**config.mk**
```make
export PLATFORM = sky130hd
export DESIGN_NAME = tmsg_div
export DESIGN_NICKNAME = d
export VERILOG_FILES = /design/src/hw/rtl/tmsg_pkg.sv /design/src/hw/rtl/tmsg_div.sv
export SDC_FILE = /design/constraint.sdc
export NUM_CORES = 1
export LEC_CHECK = 0
export ABC_AREA = 1
export BUFFER_PORTS_ARGS = -buffer_cell sky130_fd_sc_hd__buf_2
export CAP_MARGIN = 20
export CORE_AREA = 2 2 68 64
export DETAILED_ROUTE_END_ITERATION = 8
export DIE_AREA = 0 0 70 66
export PLACE_DENSITY = 0.68
export REMOVE_ABC_BUFFERS = 1
export SETUP_SLACK_MARGIN = 0.2
export SLEW_MARGIN = 20
export SYNTH_ARGS = -nofsm -noshare
export SYNTH_HDL_FRONTEND = slang
export SYNTH_SLANG_ARGS = --single-unit
```
**constraint.sdc**
```tcl
create_clock -name clk -period 2.7 [get_ports clk]
set_clock_uncertainty 0.15 [all_clocks]
set_input_delay 0.135 -clock clk [delete_from_list [all_inputs] [get_ports clk]]
set_output_delay 0.135 -clock clk [all_outputs]
set_load 0.01 [all_outputs]
```
**src/hw/rtl/tmsg_pkg.sv**
```systemverilog
`timescale 1ns / 1ps
// shared types and constants of the text mode scanline generator
// no dependencies; used by the interfaces, the divider and the top level

package tmsg_pkg;

  // defaults for the top level parameters
  localparam int VRAM_DEPTH_DEF    = 8192;
  localparam int LINES_PER_ROW_DEF = 10;

  // font store: eight bytes per character, 128 characters
  localparam int FONT_DEPTH = 1024;
  localparam int FONT_AW    = 10;
  localparam int GLYPH_ROWS = 8;

  // field widths
  localparam int ADDR_W     = 13;
  localparam int WORD_W     = 16;
  localparam int STRIDE_W   = 7;
  localparam int QUO_W      = 8;
  localparam int COLS_MAX   = 64;
  localparam int ROWS_MAX   = 32;

  // opcodes
  localparam logic [1:0] OP_VRAM_WR = 2'd0;
  localparam logic [1:0] OP_FONT_WR = 2'd1;
  localparam logic [1:0] OP_TICK    = 2'd2;

  // register indexes on the apb port
  localparam logic [2:0] REG_COLUMNS_SHOWN   = 3'd0;
  localparam logic [2:0] REG_ROW_STRIDE      = 3'd1;
  localparam logic [2:0] REG_ROWS_SHOWN      = 3'd2;
  localparam logic [2:0] REG_SCREEN_BASE     = 3'd3;
  localparam logic [2:0] REG_CURSOR_LOCATION = 3'd4;
  localparam logic [2:0] REG_CURSOR_BIAS     = 3'd5;
  localparam logic [2:0] REG_SCROLL_ENABLE   = 3'd6;

  // register reset values
  localparam logic [6:0]  COLUMNS_SHOWN_RST   = 7'd28;
  localparam logic [6:0]  ROW_STRIDE_RST      = 7'd28;
  localparam logic [5:0]  ROWS_SHOWN_RST      = 6'd12;
  localparam logic [12:0] SCREEN_BASE_RST     = 13'd0;
  localparam logic [12:0] CURSOR_LOCATION_RST = 13'd122;
  localparam logic [15:0] CURSOR_BIAS_RST     = 16'h3c80;

  // input beat
  typedef struct packed {
    logic [1:0]  opcode;
    logic [12:0] address;
    logic [7:0]  data;
  } in_beat_t;

  // output beat
  typedef struct packed {
    logic [7:0] pixels;
    logic [5:0] column;
    logic [8:0] scanline;
    logic       line_end;
    logic       frame_end;
  } out_beat_t;

  // divider status toward the sequencer
  typedef struct packed {
    logic busy;
    logic done;
  } div_stat_t;

endpackage

```
**src/hw/rtl/tmsg_div.sv**
```systemverilog
`timescale 1ns / 1ps
// restoring divider, one quotient bit per cycle, for the scroll origin
// depends on tmsg_pkg for widths and the status struct

module tmsg_div (
  input  logic                            clk,
  input  logic                            rst,
  input  logic                            start,
  input  logic [tmsg_pkg::WORD_W-1:0]     dividend,
  input  logic [tmsg_pkg::STRIDE_W-1:0]   divisor,
  output tmsg_pkg::div_stat_t             stat,
  output logic [tmsg_pkg::WORD_W-1:0]     quotient
);

  localparam int CW = $clog2(tmsg_pkg::WORD_W);

  logic [tmsg_pkg::STRIDE_W-1:0] rem;
  logic [tmsg_pkg::WORD_W-1:0]   quo;
  logic [CW-1:0]                 cnt;
  logic                          busy;
  logic                          done;
  logic [tmsg_pkg::STRIDE_W:0]   trial;
  logic                          fits;

  // shift in the next dividend bit and try the subtraction
  assign trial = {rem, quo[tmsg_pkg::WORD_W-1]};
  assign fits  = trial >= {1'b0, divisor};

  always_ff @(posedge clk) begin
    if (rst) begin
      busy <= 1'b0;
      done <= 1'b0;
      cnt  <= '0;
    end else begin
      // done pulses for one cycle after the last quotient bit
      done <= busy && !start && (cnt == CW'(tmsg_pkg::WORD_W - 1));
      if (start) begin
        busy <= 1'b1;
        cnt  <= '0;
        rem  <= '0;
        quo  <= dividend;
      end else if (busy) begin
        if (fits) begin
          rem <= tmsg_pkg::STRIDE_W'(trial - {1'b0, divisor});
        end else begin
          rem <= trial[tmsg_pkg::STRIDE_W-1:0];
        end
        quo <= {quo[tmsg_pkg::WORD_W-2:0], fits};
        cnt <= cnt + 1'b1;
        if (cnt == CW'(tmsg_pkg::WORD_W - 1)) begin
          busy <= 1'b0;
        end
      end
    end
  end

  assign stat.busy = busy;
  assign stat.done = done;
  assign quotient  = quo;

endmodule

```
==> flow_summary_export.csv <==
group,metric,value,unit
floorplanning,die_w,70,um
clocking,root_buffer,"clkbuf_8",
logic_synthesis,synth-simple-area-share,30.8,%
grt,grt_max_degree,24,
timing,finalHoldViolCount,0,
logic_synthesis,synth_top_cell_area_share,40.7,%
run,maxCapViolations,0,
layout,diodes,0,
clocking,clkLatencyLatePin,280,ps
power,p_leak,1.13,nW
clocking,cts_hold_buf,17,
setup_path,startpoint_type,"register",
setup_path,crit_fanout,7,
route,drc,0,
grt,grt_pass1_vias,1358,
logic_synthesis,synth_top_area_cell,"edfxtp_1",
logic_synthesis,synth.distinct_cells,24,
hold_path,hold_path.class,"in -> reg",
hold_path,whs_path_depth,2,
power,peakVddDrop,0.455,mV
logic_synthesis,async_flop_share,0,%
hold_path,min_to,"busy",
timing,min_period_over_period,76.9,%
setup_path,reg2reg_from,"quotient[15]",
timing,drv_slew,0,
logic_synthesis,syn_inst,217,
setup_path,reg2reg_slack,620,ps
timing,setup_violations,0,
logic_synthesis,synth_top_family_by_area,"simple AND/OR/NAND/NOR gates",
layout,drive_above_1_share,21.1,%
clocking,htree_levels,2,
logic_synthesis,synthMuxAreaShare,0,%
placed_design,portBuffers,43,
logic_synthesis,yosysMostFrequentCell,"nand2_1",
timing,layout_min_cycle_time,2080,ps
floorplanning,rows,22,
clocking,postCtsSetupBuffers,0,
hold_path,hold_start,"start",
floorplanning,initial_utilization,43.4,%
timing,rsz0062_at_grt,"false",
setup_path,reg2reg_depth,12,
setup_path,critical_path.max_stage_delay,400,ps
logic_synthesis,ys_ff_latch,29,
setup_path,r2r_end,"rem[1]",
clocking,cts_tree,"built",
logic_synthesis,syn_avg_cell_area,7.81,um^2
timing,slew_headroom,73.7,%
logic_synthesis,synth_compound_area_share,3.47,%
setup_path,cp_common_cell,"nand2_1",
clocking,path_clk_slew,60,ps
route,routed-via-count,1498,
layout,syn_to_final_growth,31.2,%
route,antenna_left,0,
timing,tightestPinTransition,393,ps
setup_path,crit_type,"reg -> reg",
route,routedWlPerCell,11.2,um
clocking,clock_sinks,29,
power,power,1.20,mW
logic_synthesis,synth_top_flop_cell,"edfxtp_1",
grt,grt_pass1_wl,6060,um
timing,fmaxAchievable,482,MHz
clocking,clock_path_buffers,2,
floorplanning,die-area,4620,um^2
route,drt_pass1_iterations,4,
route,initialDrtViolationCount,61,
logic_synthesis,ys_top_cells_by_area,"edfxtp_1 41%, nand2_1 19%, dfxtp_1 7.1%",
floorplanning,ios,44,
setup_path,slowest_stage,"fa_1",
layout,fillers,371,
run_status,run_status,"completed",
route,viasPerCell,4.57,
setup_path,critPathArrivalTime,2070,ps
grt,grt_overflow_total,0,
logic_synthesis,syn_area,1700,um^2
layout,final_nets,314,
route,postRouteWirelength,3680,um
clocking,cts_resized,0,
logic_synthesis,synth-edff-count,23,
power,power_density,539,nW/um^2
setup_path,path_cells,"inv_1, ha_1, fa_1, inv_1, nand2_1, nand2_1, nand2_1, nand2_1, nand2_1, nand3_1, nand2_1, nor2_1",
floorplanning,die_y,66,um
placed_design,hpwl,2550,um
clocking,cts_made_buffers,5,
grt,grt_usage,17.2,%
grt,antenna_found_initial,0,
logic_synthesis,yosysSeqAreaShare,47.8,%
logic_synthesis,synth_xor_area_share,1.55,%
setup_path,cp.required,2690,ps
timing,setup_tns,0,ps
setup_path,worstSetupEndpointType,"register",
floorplanning,core,3910,um^2
logic_synthesis,synth-adder-area-share,7.08,%
logic_synthesis,ys_warn_count,0,
logic_synthesis,ys_top_cells_by_count,"84 x nand2_1, 30 x inv_1, 23 x edfxtp_1",
placed_design,gp_congestion,0.807,
==> sequential cells by signal, summed over array words and instances, names as in the netlist <==
signal,flops
busy,1
quotient,16
rem,7
cnt,4
done,1
==> cells in the final DEF (no fill, tap or decap) <==
master         synthesis  routed
inv_2                  2       2
nor2_1                21      21
buf_4                  2       2
dlygate4sd3_1          0      17
nor3_1                 2       2
dfxtp_1                6       6
nand2_1               84      84
a21oi_1                5       4
nor2_4                 1       1
o21a_1                 1       1
inv_1                 30      30
clkbuf_8               0       7
a21oi_4                1       1
nand4_1                4       4
edfxtp_1              23      23
buf_2                  2      43
xnor2_1                3       3
clkinv_2               0       1
o21ai_0                1       1
a21oi_2                0       1
nand2_2                1       1
fa_1                   1       1
ha_1                   8       8
nand3_1               14      14
or2_1                  1       1
o21ai_1                1       1
==> power breakdown <==
part	switching, mW	internal [mW]
Sequential	0.0175	0.521
Combinational	0.152	0.114
Clock	0.163	0.230
==> cells by family (layout without fill, tap and decap cells) <==
family	after synthesis	count (layout)
and+or+nand+nor	128	128
buffers and inverters	39	102
DFF	29	29
adders and majority gates	9	9
AOI/OAI and AO/OA	9	9
xor gates and xnor gates	3	3
==> routing by layer <==
layer	track usage [%]	vias to the layer above	part of all wire, %
met5	0	-	0
met4	6.49	0	1.3
met3	5.79	4	5.9
met2	28.1	42	44
met1	21.1	647	49
li1	-	805	-
==> critical path: cells and delay by family, from the launching register on <==
| kind | cells | cell delay (ps) |
|---|---|---|
| fa+ha+maj | 2 | 600 |
| buf+inv | 2 | 150 |
| flops | 1 | 340 |
| simple gates | 8 | 690 |
==> how the worst max path moves through the flow <==
stage / start / to / slack [ps] / depth (start not counted)
floorplan: busy / quotient[0] / 380 / 2
finish: quotient[15] / rem[1] / 620 / 12
global placement: quotient[15] / rem[5] / 700 / 12
CTS: quotient[15] / rem[0] / 630 / 12
global route: quotient[15] / rem[6] / 420 / 12
detailed placement: quotient[15] / rem[0] / 640 / 12
==> layout make-up <==
class	instances	area (um^2)	share of cell area, %
Sequential cell	29	811	36.4
Clock buffer	7	96.3	4.33
Multi-Input combinational cell	149	732	32.9
Tap cell	48	60.1	2.70
Timing Repair Buffer	62	400	18.0
Clock inverter	1	5.00	0.225
Inverter	32	120	5.40
==> through the flow <==
step / util, % / instance area [um^2] / setup WS [ps] / cells / hold slack, ps
6_report: 56.9 / 2220 / 625 / 328 / 192
5_1_grt: 56.9 / 2220 / 422 / 328 / 220
4_1_cts: 56.9 / 2220 / 631 / 328 / 187
2_1_floorplan: - / 1660 / 382 / 210 / 109
3_5_place_dp: 50.0 / 1950 / 644 / 303 / 257
3_3_place_gp: 50.0 / 1950 / 696 / 303 / 254
Note: power is estimated with default switching activity, not from simulation.
